===== config.mk =====
export PLATFORM = sky130hd
export DESIGN_NAME = resp_request_parser_unit
export DESIGN_NICKNAME = d
export VERILOG_FILES = /design/src/hdl/rrp_pkg.sv /design/src/hdl/rrp_front.sv /design/src/hdl/rrp_fifo.sv /design/src/hdl/rrp_back.sv /design/src/hdl/resp_request_parser_unit.sv
export VERILOG_INCLUDE_DIRS = /design/src /design/src/hdl
export SDC_FILE = /design/constraint.sdc
export NUM_CORES = 1
export LEC_CHECK = 0
export BUFFER_PORTS_ARGS = -buffer_cell sky130_fd_sc_hd__buf_2
export CAP_MARGIN = 5
export CORE_MARGIN = 2
export CORE_UTILIZATION = 50
export DETAILED_ROUTE_END_ITERATION = 6
export PLACE_DENSITY = 0.79
export SYNTH_ARGS = -nofsm -noshare
export SYNTH_HDL_FRONTEND = slang
export SYNTH_HIERARCHICAL = 1
export SYNTH_SLANG_ARGS = --single-unit
export TNS_END_PERCENT = 20

===== constraint.sdc =====
create_clock -name clk -period 7.9 [get_ports clk]
set_input_delay 0.395 -clock clk [delete_from_list [all_inputs] [get_ports clk]]
set_output_delay 0.395 -clock clk [all_outputs]
set_load 0.005 [all_outputs]

===== src/hdl/resp_request_parser_unit_defines.svh =====
// Assertion macros shared by the request parser modules.
`ifndef RESP_REQUEST_PARSER_UNIT_DEFINES_SVH
`define RESP_REQUEST_PARSER_UNIT_DEFINES_SVH

// Same-cycle implication, sampled on clk, off during rst.
`define RRP_ASSERT_IMP(lbl, ante, cons, msg) \
  lbl: assert property (@(posedge clk) disable iff (rst) (ante) |-> (cons)) else $error(msg);

// Next-cycle implication, sampled on clk, off during rst.
`define RRP_ASSERT_NXT(lbl, ante, cons, msg) \
  lbl: assert property (@(posedge clk) disable iff (rst) (ante) |=> (cons)) else $error(msg);

`endif


===== src/hdl/rrp_pkg.sv =====
// Shared types and constants of the request parser.
`default_nettype none

package rrp_pkg;

  localparam int MAX_ELEMENTS = 1024;
  localparam int COUNT_W      = $clog2(MAX_ELEMENTS + 1);
  localparam int INDEX_W      = (MAX_ELEMENTS > 1) ? $clog2(MAX_ELEMENTS) : 1;
  localparam int LINE_W       = 21;

  localparam logic [LINE_W-1:0] LINE_LEN_RESET = 21'd4096;

  // classified-item queue
  localparam int Q_DEPTH = 4;
  localparam int Q_AW    = $clog2(Q_DEPTH);
  localparam int Q_CW    = $clog2(Q_DEPTH + 1);

  localparam logic [7:0] CH_STAR   = 8'h2A;
  localparam logic [7:0] CH_DOLLAR = 8'h24;
  localparam logic [7:0] CH_CR     = 8'h0D;
  localparam logic [7:0] CH_LF     = 8'h0A;
  localparam logic [7:0] CH_ZERO   = 8'h30;
  localparam logic [7:0] CH_NINE   = 8'h39;

  typedef enum logic [2:0] {
    ERR_NONE         = 3'd0,
    ERR_ARRAY_HDR    = 3'd1,
    ERR_BULK_HDR     = 3'd2,
    ERR_LEN_MISMATCH = 3'd3,
    ERR_LINE_LONG    = 3'd4,
    ERR_COUNT_OVER   = 3'd5
  } err_t;

  // one input byte with its character class decoded
  typedef struct packed {
    logic [7:0] data;
    logic       is_star;
    logic       is_dollar;
    logic       is_cr;
    logic       is_lf;
    logic       is_digit;
    logic [3:0] digit;
  } class_item_t;

endpackage

`default_nettype wire


===== src/hdl/rrp_front.sv =====
// Input stage: takes bytes and registers them with their character class.
`default_nettype none

module rrp_front
  import rrp_pkg::*;
(
  input  wire logic        clk,
  input  wire logic        rst,
  input  wire logic        in_valid,
  output logic             in_ready,
  input  wire logic [7:0]  in_byte,
  output logic             item_valid,
  input  wire logic        item_ready,
  output class_item_t      item
);

  class_item_t cls;

  always_comb begin
    cls.data      = in_byte;
    cls.is_star   = (in_byte == CH_STAR);
    cls.is_dollar = (in_byte == CH_DOLLAR);
    cls.is_cr     = (in_byte == CH_CR);
    cls.is_lf     = (in_byte == CH_LF);
    cls.is_digit  = (in_byte >= CH_ZERO) && (in_byte <= CH_NINE);
    cls.digit     = 4'(in_byte - CH_ZERO);
  end

  assign in_ready = !item_valid || item_ready;

  always_ff @(posedge clk) begin
    if (rst) begin
      item_valid <= 1'b0;
    end else if (in_valid && in_ready) begin
      item_valid <= 1'b1;
      item       <= cls;
    end else if (item_ready) begin
      item_valid <= 1'b0;
    end
  end

endmodule

`default_nettype wire


===== src/hdl/rrp_fifo.sv =====
// Short queue of classified items between the front and the back.
`default_nettype none
`include "resp_request_parser_unit_defines.svh"

module rrp_fifo
  import rrp_pkg::*;
(
  input  wire logic         clk,
  input  wire logic         rst,
  input  wire logic         push_valid,
  output logic              push_ready,
  input  wire class_item_t  push_item,
  output logic              pop_valid,
  input  wire logic         pop_ready,
  output class_item_t       pop_item
);

  class_item_t       slots [Q_DEPTH];
  logic [Q_AW-1:0]   wr_ptr;
  logic [Q_AW-1:0]   rd_ptr;
  logic [Q_CW-1:0]   count;
  logic              push_fire;
  logic              pop_fire;

  assign push_ready = (count != Q_CW'(Q_DEPTH));
  assign pop_valid  = (count != '0);
  assign pop_item   = slots[rd_ptr];
  assign push_fire  = push_valid && push_ready;
  assign pop_fire   = pop_valid && pop_ready;

  always_ff @(posedge clk) begin
    if (push_fire) begin
      slots[wr_ptr] <= push_item;
    end
  end

  always_ff @(posedge clk) begin
    if (rst) begin
      wr_ptr <= '0;
      rd_ptr <= '0;
      count  <= '0;
    end else begin
      if (push_fire) begin
        wr_ptr <= wr_ptr + 1'b1;
      end
      if (pop_fire) begin
        rd_ptr <= rd_ptr + 1'b1;
      end
      case ({push_fire, pop_fire})
        2'b10:   count <= count + 1'b1;
        2'b01:   count <= count - 1'b1;
        default: count <= count;
      endcase
    end
  end

  `RRP_ASSERT_IMP(a_fifo_bound, 1'b1, count <= Q_CW'(Q_DEPTH), "queue count over depth")

endmodule

`default_nettype wire


===== src/hdl/rrp_back.sv =====
// Parse engine: per-byte state update and the result register.
`default_nettype none
`include "resp_request_parser_unit_defines.svh"

module rrp_back
  import rrp_pkg::*;
(
  input  wire logic                clk,
  input  wire logic                rst,
  input  wire logic [LINE_W-1:0]   max_line_len,
  input  wire logic                item_valid,
  output logic                     item_ready,
  input  wire class_item_t         item,
  output logic                     out_valid,
  input  wire logic                out_ready,
  output logic                     payload_valid,
  output logic [7:0]               payload_byte,
  output logic [INDEX_W-1:0]       element_index,
  output logic                     header_done,
  output logic [COUNT_W-1:0]       element_count,
  output logic                     element_done,
  output logic                     request_done,
  output logic [2:0]               error_code
);

  typedef enum logic [2:0] {
    S_IDLE,
    S_RESYNC,
    S_ARRAY,
    S_BSTART,
    S_BHDR,
    S_BODY
  } mode_t;

  mode_t               mode, mode_next;
  logic                pending_cr, pending_cr_next;
  logic                digit_seen, digit_seen_next;
  logic [COUNT_W-1:0]  count_accum, count_accum_next;
  logic [COUNT_W-1:0]  elements_left, elements_left_next;
  logic [INDEX_W-1:0]  current_index, current_index_next;
  logic [LINE_W-1:0]   bulk_length, bulk_length_next;
  logic [LINE_W-1:0]   byte_counter, byte_counter_next;

  logic                pop;
  logic                starting;
  logic                in_elem;
  logic                in_line;
  logic [LINE_W:0]     n_line;
  logic                line_over;
  logic [COUNT_W+3:0]  cnt_v;
  logic [LINE_W+3:0]   blen_v;
  logic [LINE_W+4:0]   blen_need;
  logic [COUNT_W-1:0]  left_dec;

  logic                r_pv;
  logic [7:0]          r_pb;
  logic [INDEX_W-1:0]  r_idx;
  logic                r_hd;
  logic [COUNT_W-1:0]  r_cnt;
  logic                r_ed;
  logic                r_rd;
  err_t                r_err;
  err_t                err_q;

  assign pop        = item_valid && (!out_valid || out_ready);
  assign item_ready = !out_valid || out_ready;
  assign error_code = err_q;

  always_comb begin
    case (mode)
      S_ARRAY, S_BSTART, S_BHDR, S_BODY: starting = 1'b0;
      default:                           starting = 1'b1;
    endcase
    in_elem = (mode == S_BSTART) || (mode == S_BHDR) || (mode == S_BODY);
    in_line = !starting || item.is_star;
    // a new line starts at the star and at each dollar
    if (starting || mode == S_BSTART) begin
      n_line = (LINE_W+1)'(1);
    end else begin
      n_line = {1'b0, byte_counter} + (LINE_W+1)'(1);
    end
    line_over = in_line && (n_line > {1'b0, max_line_len});

    // times ten plus digit, by shift and add
    cnt_v  = ({4'b0000, count_accum} << 3) + ({4'b0000, count_accum} << 1)
           + {{COUNT_W{1'b0}}, item.digit};
    blen_v = ({4'b0000, bulk_length} << 3) + ({4'b0000, bulk_length} << 1)
           + {{LINE_W{1'b0}}, item.digit};
    blen_need = {1'b0, blen_v} + (LINE_W+5)'(2);
    left_dec  = elements_left - COUNT_W'(1);
  end

  always_comb begin
    mode_next          = mode;
    pending_cr_next    = pending_cr;
    digit_seen_next    = digit_seen;
    count_accum_next   = count_accum;
    elements_left_next = elements_left;
    current_index_next = current_index;
    bulk_length_next   = bulk_length;
    byte_counter_next  = byte_counter;
    r_pv  = 1'b0;
    r_pb  = 8'h00;
    r_idx = in_elem ? current_index : '0;
    r_hd  = 1'b0;
    r_cnt = '0;
    r_ed  = 1'b0;
    r_rd  = 1'b0;
    r_err = ERR_NONE;

    if (in_line && !line_over) begin
      byte_counter_next = n_line[LINE_W-1:0];
    end

    if (line_over) begin
      r_err = ERR_LINE_LONG;
    end else begin
      case (mode)
        S_IDLE: begin
          if (item.is_star) begin
            mode_next        = S_ARRAY;
            pending_cr_next  = 1'b0;
            digit_seen_next  = 1'b0;
            count_accum_next = '0;
          end else begin
            r_err = ERR_ARRAY_HDR;
          end
        end
        S_ARRAY: begin
          if (pending_cr) begin
            if (item.is_lf) begin
              r_hd              = 1'b1;
              r_cnt             = count_accum;
              pending_cr_next   = 1'b0;
              byte_counter_next = '0;
              if (count_accum == '0) begin
                r_rd      = 1'b1;
                mode_next = S_IDLE;
              end else begin
                elements_left_next = count_accum;
                current_index_next = '0;
                mode_next          = S_BSTART;
              end
            end else begin
              r_err = ERR_ARRAY_HDR;
            end
          end else if (item.is_digit) begin
            if (cnt_v > (COUNT_W+4)'(MAX_ELEMENTS)) begin
              r_err = ERR_COUNT_OVER;
            end else begin
              count_accum_next = cnt_v[COUNT_W-1:0];
              digit_seen_next  = 1'b1;
            end
          end else if (item.is_cr && digit_seen) begin
            pending_cr_next = 1'b1;
          end else begin
            r_err = ERR_ARRAY_HDR;
          end
        end
        S_BSTART: begin
          if (item.is_dollar) begin
            mode_next        = S_BHDR;
            digit_seen_next  = 1'b0;
            pending_cr_next  = 1'b0;
            bulk_length_next = '0;
          end else begin
            r_err = ERR_BULK_HDR;
          end
        end
        S_BHDR: begin
          if (pending_cr) begin
            if (item.is_lf) begin
              mode_next         = S_BODY;
              pending_cr_next   = 1'b0;
              byte_counter_next = '0;
            end else begin
              r_err = ERR_BULK_HDR;
            end
          end else if (item.is_digit) begin
            // body plus its CR LF must fit in a line
            if (blen_need > {5'b00000, max_line_len}) begin
              r_err = ERR_LINE_LONG;
            end else begin
              bulk_length_next = blen_v[LINE_W-1:0];
              digit_seen_next  = 1'b1;
            end
          end else if (item.is_cr && digit_seen) begin
            pending_cr_next = 1'b1;
          end else begin
            r_err = ERR_BULK_HDR;
          end
        end
        S_BODY: begin
          if (pending_cr) begin
            if (item.is_lf) begin
              r_ed               = 1'b1;
              pending_cr_next    = 1'b0;
              byte_counter_next  = '0;
              elements_left_next = left_dec;
              if (left_dec == '0) begin
                r_rd      = 1'b1;
                mode_next = S_IDLE;
              end else begin
                current_index_next = current_index + 1'b1;
                mode_next          = S_BSTART;
              end
            end else begin
              r_err = ERR_LEN_MISMATCH;
            end
          end else if (byte_counter < bulk_length) begin
            r_pv = 1'b1;
            r_pb = item.data;
          end else if (item.is_cr) begin
            pending_cr_next = 1'b1;
          end else begin
            r_err = ERR_LEN_MISMATCH;
          end
        end
        default: begin
          // resync: wait silently for a new star
          if (item.is_star) begin
            mode_next        = S_ARRAY;
            pending_cr_next  = 1'b0;
            digit_seen_next  = 1'b0;
            count_accum_next = '0;
          end
        end
      endcase
    end

    if (r_err != ERR_NONE) begin
      mode_next          = S_RESYNC;
      pending_cr_next    = 1'b0;
      digit_seen_next    = 1'b0;
      count_accum_next   = '0;
      elements_left_next = '0;
      current_index_next = '0;
      bulk_length_next   = '0;
      byte_counter_next  = '0;
      r_pv  = 1'b0;
      r_pb  = 8'h00;
      r_hd  = 1'b0;
      r_cnt = '0;
      r_ed  = 1'b0;
      r_rd  = 1'b0;
    end
  end

  always_ff @(posedge clk) begin
    if (rst) begin
      mode          <= S_IDLE;
      pending_cr    <= 1'b0;
      digit_seen    <= 1'b0;
      count_accum   <= '0;
      elements_left <= '0;
      current_index <= '0;
      bulk_length   <= '0;
      byte_counter  <= '0;
      out_valid     <= 1'b0;
    end else if (pop) begin
      mode          <= mode_next;
      pending_cr    <= pending_cr_next;
      digit_seen    <= digit_seen_next;
      count_accum   <= count_accum_next;
      elements_left <= elements_left_next;
      current_index <= current_index_next;
      bulk_length   <= bulk_length_next;
      byte_counter  <= byte_counter_next;
      out_valid     <= 1'b1;
      payload_valid <= r_pv;
      payload_byte  <= r_pb;
      element_index <= r_idx;
      header_done   <= r_hd;
      element_count <= r_cnt;
      element_done  <= r_ed;
      request_done  <= r_rd;
      err_q         <= r_err;
    end else if (out_ready) begin
      out_valid <= 1'b0;
    end
  end

  `RRP_ASSERT_IMP(a_err_quiet,
    out_valid && (err_q != ERR_NONE),
    !payload_valid && !header_done && !element_done && !request_done
      && (element_count == '0),
    "error item carries other flags")
  `RRP_ASSERT_IMP(a_done_src,
    out_valid && request_done,
    header_done || element_done,
    "request end without header or element end")
  `RRP_ASSERT_NXT(a_done_idle,
    pop && r_rd,
    mode == S_IDLE,
    "parser not idle after request end")

endmodule

`default_nettype wire


===== src/hdl/resp_request_parser_unit.sv =====
// Top level of the byte-serial array-of-bulk-strings request parser.
`default_nettype none

// Request parser. Bytes enter on in_valid/in_ready, one per item, and each
// byte gives exactly one result item on out_valid/out_ready. A request is
// '*', the decimal element count and CR LF, then per element '$', the decimal
// body length and CR LF, the body and CR LF. Body bytes come out with
// payload_valid and their element_index; header_done (with element_count),
// element_done and request_done mark the ends. An error_code is given on the
// first bad byte; the parser then drops bytes silently until the next '*'.
// Throughput is one byte per cycle sustained while out_ready stays high. A
// byte is registered in the front, then written into the queue, and its
// result is registered by the parse engine, which updates its parse state at
// the same edge as it registers that result, on every accepted byte. A
// four-entry queue between the classifying front and the parse engine lets
// each side stall independently. max_line_len (cfg_wr_en/cfg_wr_data, reset
// 4096) bounds any header line or body including its CR LF; write it only
// while the parser holds no unfinished item. No clearing pass after reset.
module resp_request_parser_unit
  import rrp_pkg::*;
(
  input  wire logic                clk,
  input  wire logic                rst,
  input  wire logic                cfg_wr_en,
  input  wire logic [LINE_W-1:0]   cfg_wr_data,
  input  wire logic                in_valid,
  output logic                     in_ready,
  input  wire logic [7:0]          in_byte,
  output logic                     out_valid,
  input  wire logic                out_ready,
  output logic                     payload_valid,
  output logic [7:0]               payload_byte,
  output logic [INDEX_W-1:0]       element_index,
  output logic                     header_done,
  output logic [COUNT_W-1:0]       element_count,
  output logic                     element_done,
  output logic                     request_done,
  output logic [2:0]               error_code
);

  logic [LINE_W-1:0] max_line_len;

  logic        f_valid;
  logic        f_ready;
  class_item_t f_item;
  logic        q_valid;
  logic        q_ready;
  class_item_t q_item;

  // line length limit register
  always_ff @(posedge clk) begin
    if (rst) begin
      max_line_len <= LINE_LEN_RESET;
    end else if (cfg_wr_en) begin
      max_line_len <= cfg_wr_data;
    end
  end

  rrp_front u_front (
    .clk        (clk),
    .rst        (rst),
    .in_valid   (in_valid),
    .in_ready   (in_ready),
    .in_byte    (in_byte),
    .item_valid (f_valid),
    .item_ready (f_ready),
    .item       (f_item)
  );

  rrp_fifo u_fifo (
    .clk        (clk),
    .rst        (rst),
    .push_valid (f_valid),
    .push_ready (f_ready),
    .push_item  (f_item),
    .pop_valid  (q_valid),
    .pop_ready  (q_ready),
    .pop_item   (q_item)
  );

  rrp_back u_back (
    .clk           (clk),
    .rst           (rst),
    .max_line_len  (max_line_len),
    .item_valid    (q_valid),
    .item_ready    (q_ready),
    .item          (q_item),
    .out_valid     (out_valid),
    .out_ready     (out_ready),
    .payload_valid (payload_valid),
    .payload_byte  (payload_byte),
    .element_index (element_index),
    .header_done   (header_done),
    .element_count (element_count),
    .element_done  (element_done),
    .request_done  (request_done),
    .error_code    (error_code)
  );

endmodule

`default_nettype wire


==> results of run 1 <==
-- stage by stage --
stage | hold WS, ns | instance area, um^2 | power [W] | cells
after floorplan | 0.454 | 13900 | 0.00200 | 1371
after global placement | 0.473 | 14500 | 0.00222 | 1781
after detailed placement | 0.484 | 14500 | 0.00225 | 1781
after CTS | 0.0688 | 15400 | 0.00342 | 1825
after global routing | 0.0691 | 15400 | 0.00356 | 1825
final | 0.0804 | 15400 | 0.00341 | 1825
-- kinds of logic after synthesis --
kind of cell    after synthesis  share of synthesized area (%)
compound gates              305                           15.3
flops                       228                           41.3
fa+ha+maj                   139                           12.8
mux                          43                           4.83
xor+xnor                     70                           4.42
buf+inv                     125                           4.11
simple gates                461                           17.2
-- power breakdown --
group | internal, W | total (W) | switching [W]
Combinational | 0.000297 | 0.000827 | 0.000530
Sequential | 0.00136 | 0.00142 | 0.0000650
Clock | 0.000688 | 0.00116 | 0.000473
Total | 0.00234 | 0.00341 | 0.00107
-- routing by layer --
| metal | up-vias | track usage, % | part of all wire [%] |
|---|---|---|---|
| li1 | 5235 | - | - |
| met4 | 0 | 6.35 | 2.5 |
| met2 | 447 | 36.5 | 45 |
| met3 | 75 | 4.00 | 8.2 |
| met5 | - | 0 | 0 |
| met1 | 5152 | 32.7 | 44 |
-- flip-flops by register name, summed over array words and instances (netlist names), 3 cells and up, named ones only --
signal,count
u_fifo/slots,68
max_line_len,21
u_back/bulk_length,21
u_back/byte_counter,21
u_front/item,13
u_back/count_accum,11
u_back/element_count,11
u_back/elements_left,11
u_back/current_index,10
u_back/element_index,10
u_back/payload_byte,8
u_back/error_code,3
u_back/mode,3
u_fifo/count,3
-- final timing paths --
path | endpoint | slack [ns] | depth (start not counted)
hold reg to reg | max_line_len[15] | 0.50 | 2
setup reg to reg | u_back/byte_counter[0] | 0.31 | 25
setup / recovery | u_back/byte_counter[0] | 0.31 | 25
hold / removal | u_front/item[10] | 0.08 | 1
-- critical path, stage by stage, from the launching register on --
cell and delay [ns]:
dfxtp_1 0.41, mux4_1 0.68, ha_1 0.34, ha_1 0.26
fa_1 0.46, a211oi_2 0.33, o211ai_1 0.18, a31oi_1 0.39
xnor2_1 0.20, nand4b_1 0.31, nor4_1 0.45, nand4_1 0.17
xnor2_1 0.20, ha_1 0.21, nor2_1 0.13, nand2_1 0.07
a221oi_1 0.20, o21ai_0 0.13, o21ai_1 0.33, o221ai_1 0.21
or4_1 0.59, o21ai_2 0.24, o21ai_2 0.23, o31ai_2 0.27
buf_4 0.31, a22o_1 0.22
-- layout make-up --
type	count	area, um^2
fill	2278	11700
multi-input combinational	1018	7590
timing repair buffer	87	475
tap	372	465
clock buffer	30	687
inverter	76	285
clock inverter	14	139
sequential	228	5740
-- what timing repair did --
action,4_1_cts,5_1_grt
gates resized for setup,0,2
hold buffers,0,0
endpoints found under the setup margin,0,67
buffers inserted,0,0
-- placed cells by master (no fill, tap or decap), types with 8 or more instances in the layout --
cell type,instances
mux2i_1,25
o21ai_0,37
or3_1,8
ha_1,134
nor3_1,34
nand3_1,37
o31ai_1,9
o211ai_1,10
a31oi_1,13
inv_1,76
nand4_1,22
buf_4,16
mux4_2,10
nand2_1,92
nand2b_1,20
o21a_1,14
or4_1,9
clkbuf_16,27
nor2_1,125
a21oi_1,75
xor2_1,29
edfxtp_1,117
a21o_1,17
and2_1,37
buf_2,71
a22o_1,42
nor4_1,13
o21ai_1,13
xnor2_1,41
dfxtp_1,111
nor2b_1,15
==> key figures, run 1 <==
Status
  – Outcome: finished clean

Place
  – Place WS: 0.241 ns
  – Post-DP HPWL: 24600 um
  – PortBufs: 71
  – RePlAce Congestion: 0.962

Clock network
  – CTS HTree Levels: 1
  – CTS max path bufs: 3
  – CTS buffer count: 24
  – Clock Sinks: 228
  – Clock Pin Slew Worst Setup and Hold Paths: 0.06 ns
  – TritonCTS clock tree: done
  – CTS Root Cell: clkbuf_16
  – Clock latency at the later pin of the worst-skew pair: 0.53 ns

Logic synthesis
  – Ranking of synthesized cells by area: edfxtp_1, dfxtp_1, ha_1
  – Number of flops mapped to enable cells by yosys: 117
  – Top post-synthesis cells by count: ha_1, nor2_1, edfxtp_1
  – Avg Cell Area, Syn: 10.1 um^2
  – Cell taking the most area after synthesis: edfxtp_1
  – Yosys top cell area share: 25.3%
  – Post-synth ARST share: 0%
  – Syn nets: 1544
  – Sequential area share after synthesis: 41.3%
  – Ys flop type: edfxtp_1
  – Flops & latches, synth: 228
  – Synth cell types: 90
  – Count leader, synth: ha_1
  – Syn Std Cell Area: 13900 um^2
  – Mapped Cells: 1371
  – Yosys warns: 6

Layout
  – Utilization after layout: 56.7%
  – Share of cells above drive strength 1: 11.6%
  – Antenna cell count: 0
  – Final #Nets: 1608
  – P&R area growth vs syn: 10.8%

Hold path
  – HP Start: in_byte[1]
  – Min-Delay Path Class: primary input to flop

Critical path
  – Critical path peak fanout: 21
  – Kind of end point of the critical path: flop
  – CP arrival: 8.05 ns
  – Worst Path Required: 8.36 ns
  – Worst setup path class: flop to flop
  – Startpoint types: flop

Timing
  – Clock Skew: 0.0236 ns
  – Slew Limit Fails: 0
  – Worst Max-Slew Pin Slew: 0.959 ns
  – # setup viols final: 0
  – Fmax: 0.132 GHz
  – Post-route minimum period: 7.59 ns
  – Setup WS post-layout: 0.315 ns
  – Final worst path period share: 96.0%
  – Final Hold Vio Count: 0
  – Unrepaired setup endpoints after global routing: false
  – Post-route setup TNS: 0 ns
  – Slew HR: 35.8%

GRT
  – Initial antenna violation count: 0
  – Vias in the first global route: 10300
  – Largest net degree at the start of global routing: 65
  – Global-route wire length before repair: 53700 um
  – Grt total ovfl: 0
  – Gr usage total: 23.1%

Power and ir drop
  – PD cells: 222 nW/um^2
  – Static leakage: 6.18 nW
  – Maximum vdd drop: 0.000190 V

Routing
  – WL per Instance: 18.4 um
  – Total number of vias: 10900
  – DR iter-0 viols: 1289
  – Via/cell ratio: 5.98
  – Drt pass-1 iters: 6
  – Total routed wirelength: 33600 um
  – Number of routed nets with antenna violations: 0
  – Residual DRC: 0

Die
  – Die Ht: 171 um
  – Row count: 60
  – Die extent in x: 171 um
  – Initial Util: 51.2%
  – Num ports: 72
  – Core area: 27100 um^2
  – Die ar.: 29100 um^2

Job
  – Max-capacitance violation count: 0
Power figures use the tool's default switching activity.
==> run 2: changes to the inputs <==
--- a/config.mk
+++ b/config.mk
@@ -6,12 +6,14 @@
 export SDC_FILE = /design/constraint.sdc
 export NUM_CORES = 1
 export LEC_CHECK = 0
+export ABC_AREA = 1
 export BUFFER_PORTS_ARGS = -buffer_cell sky130_fd_sc_hd__buf_2
 export CAP_MARGIN = 5
 export CORE_MARGIN = 2
 export CORE_UTILIZATION = 50
 export DETAILED_ROUTE_END_ITERATION = 6
 export PLACE_DENSITY = 0.79
+export SLEW_MARGIN = 20
 export SYNTH_ARGS = -nofsm -noshare
 export SYNTH_HDL_FRONTEND = slang
 export SYNTH_HIERARCHICAL = 1
==> run 2 against run 1 <==
- the flow now finishes with violations (design-rule violations)
- synthesized area is 6.8% higher
- first-iteration DRC count is 1.4% lower
- worst hold slack worse by 0.023 ns
- worst setup slack better by 0.57 ns
- core utilization is 1.4 points lower
- clock power is 4% higher
- largest cell class unchanged
==> key figures, run 2 <==
Status
  – Outcome: finished with violations
  – Failing checks: design-rule violations

Logic synthesis
  – Number of flops mapped to enable cells by yosys: 117
  – Ys flop type: edfxtp_1
  – Count leader, synth: nand2_1
  – Post-synth ARST share: 0%
  – Mapped Cells: 1944
  – Avg Cell Area, Syn: 7.62 um^2
  – Syn nets: 2117
  – Top post-synthesis cells by count: nand2_1, nor2_1, inv_1
  – Ranking of synthesized cells by area: edfxtp_1, dfxtp_1, ha_1
  – Flops & latches, synth: 228
  – Synth cell types: 51
  – Yosys warns: 6
  – Sequential area share after synthesis: 38.7%
  – Cell taking the most area after synthesis: edfxtp_1
  – Yosys top cell area share: 23.7%
  – Syn Std Cell Area: 14800 um^2

Die
  – Die Ht: 176 um
  – Core area: 29400 um^2
  – Num ports: 72
  – Die extent in x: 176 um
  – Die ar.: 31000 um^2
  – Initial Util: 50.4%
  – Row count: 63

Clock network
  – Postcts setup bufs: 0
  – Post-CTS Resized: 0
  – Clock Pin Slew Worst Setup and Hold Paths: 0.07 ns
  – CTS Root Cell: clkbuf_16
  – Clock latency at the later pin of the worst-skew pair: 0.54 ns
  – CTS HTree Levels: 1
  – Clock Sinks: 228
  – CTS buffer count: 26
  – TritonCTS clock tree: done
  – Post-cts hold buffer count: 0
  – CTS max path bufs: 3

Power and ir drop
  – Maximum vdd drop: 0.000226 V
  – Static leakage: 7.31 nW
  – PD cells: 368 nW/um^2
  – Power Total: 0.00598 W

Critical path
  – Slowest library cell on the worst path: nor3_1
  – Worst R2R Setup Slack: 0.89 ns
  – Worst path max stage delay: 0.89 ns
  – Worst Path Required: 8.38 ns
  – Kind of end point of the critical path: flop
  – Critical path peak fanout: 36
  – R2r endpoint: u_back/count_accum[1]
  – Reg2reg path depth: 40
  – Cell mode on critical path: nand2_1
  – Startpoint types: flop
  – Worst setup path class: flop to flop
  – CP arrival: 7.50 ns

Routing
  – Drt pass-1 iters: 7
  – Number of routed nets with antenna violations: 0
  – Via/cell ratio: 5.36
  – Total routed wirelength: 35300 um
  – Total number of vias: 12900
  – DR iter-0 viols: 1271
  – WL per Instance: 14.7 um
  – Residual DRC: 2

Layout
  – Top reg by flops: u_fifo/slots
  – Most common cell after layout, fill and taps aside: nand2_1
  – Number of fill cells: 2700
  – P&R area growth vs syn: 9.72%
  – Final #Nets: 2170
  – Most frequent cells in the layout: nand2_1, nor2_1, inv_1, a21oi_1, ha_1
  – Non-Filler Instances: 2407
  – Share of cells above drive strength 1: 9.07%
  – Antenna cell count: 0
  – Max reg flops: 68

Timing
  – Slew Limit Fails: 0
  – Worst Max-Slew Pin Slew: 1.05 ns
  – Setup WS post-layout: 0.885 ns
  – WHS: 0.0570 ns
  – Post-route minimum period: 7.01 ns
  – Final worst path period share: 88.8%
  – Post-route setup TNS: 0 ns
  – Fmax: 0.143 GHz
  – # setup viols final: 0
  – Slew HR: 29.5%
  – Clock Skew: 0.0194 ns
  – Final Hold Vio Count: 0
  – Unrepaired setup endpoints after global routing: false

Place
  – RePlAce Congestion: 0.966
  – Place WS: 0.991 ns
  – Post-DP HPWL: 26200 um
  – PortBufs: 71
  – Placed cells: 2359

Job
  – Max-capacitance violation count: 0

Hold path
  – HP Start: in_byte[7]
  – Min-Delay Path Class: primary input to flop
  – Hold EP: u_front/item[16]
  – Hold path cells: 1

GRT
  – Largest net degree at the start of global routing: 47
  – Initial antenna violation count: 0
  – Grt total ovfl: 0
  – Gr usage total: 22.8%
  – Vias in the first global route: 12100
  – Global-route wire length before repair: 58400 um
==> run 2: cell types whose count changed in the layout (fill, tap and decap cells not counted), sizes merged, moves of 37 or more <==
cell   previous run  this run
nand2            92       382
nor2            126       333
inv              79       274
o21ai            53       120
a21oi            76       140
nand3            38        86
a22o             42         0
and2             37         0
==> run 2: how the worst max path moves through the flow <==
stage	endpoint	start
after detailed placement	u_back/count_accum[6]	flop
after floorplan	u_back/current_index[3]	flop
after CTS	u_back/count_accum[6]	flop
after global placement	u_back/count_accum[6]	flop
after global routing	u_back/count_accum[7]	flop
final	u_back/count_accum[1]	flop
==> run 2: critical path: cells and delay by family (launching register included) <==
family	cells	cell delay [ns]
adders and majority gates	4	1.26
buffers and inverters	4	0.89
DFF	1	0.76
and+or+nand+nor	28	3.55
AOI/OAI and AO/OA	4	0.51
==> run 2: report_power, final <==
part | switching (W) | internal, W
sequential | 0.000196 | 0.00147
clock | 0.000499 | 0.000708
combinational | 0.00210 | 0.00101
total | 0.00279 | 0.00319
==> run 2: layer usage <==
metal / vias to the layer above / GRT usage (%) / part of all wire [%]
met2: 413 / 38.9 / 47
met4: 0 / 7.99 / 3.2
met3: 76 / 2.91 / 6.0
met1: 5892 / 29.8 / 44
met5: - / 0 / 0
li1: 6514 / - / -
==> run 2: logic make-up (layout without fill, tap and decap cells) <==
group,Yosys count,in the layout,share of synthesized area (%)
AOI/OAI and AO/OA,304,304,11.6
xor gates and xnor gates,38,38,2.25
adders and majority gates,139,139,12.0
buffers and inverters,334,407,9.60
DFF,228,228,38.7
and+or+nand+nor,901,901,25.9
==> run 2: cell type report <==
cell class	count	area, um^2	share of cell area, %
clock buffer	31	669	4.12
timing repair buffer	84	473	2.91
multi-input combinational	1382	7660	47.1
inverter	275	1040	6.38
sequential	228	5740	35.3
clock inverter	17	188	1.15
tap	390	488	3.00
==> run 2: per-stage QoR <==
| step | instance area (um^2) | utilization [%] |
|---|---|---|
| finish | 16300 | 55.3 |
| global route | 16300 | 55.3 |
| CTS | 16300 | 55.3 |
| detailed placement | 15400 | 52.4 |
| global placement | 15400 | 52.3 |
| floorplan | 14800 | - |
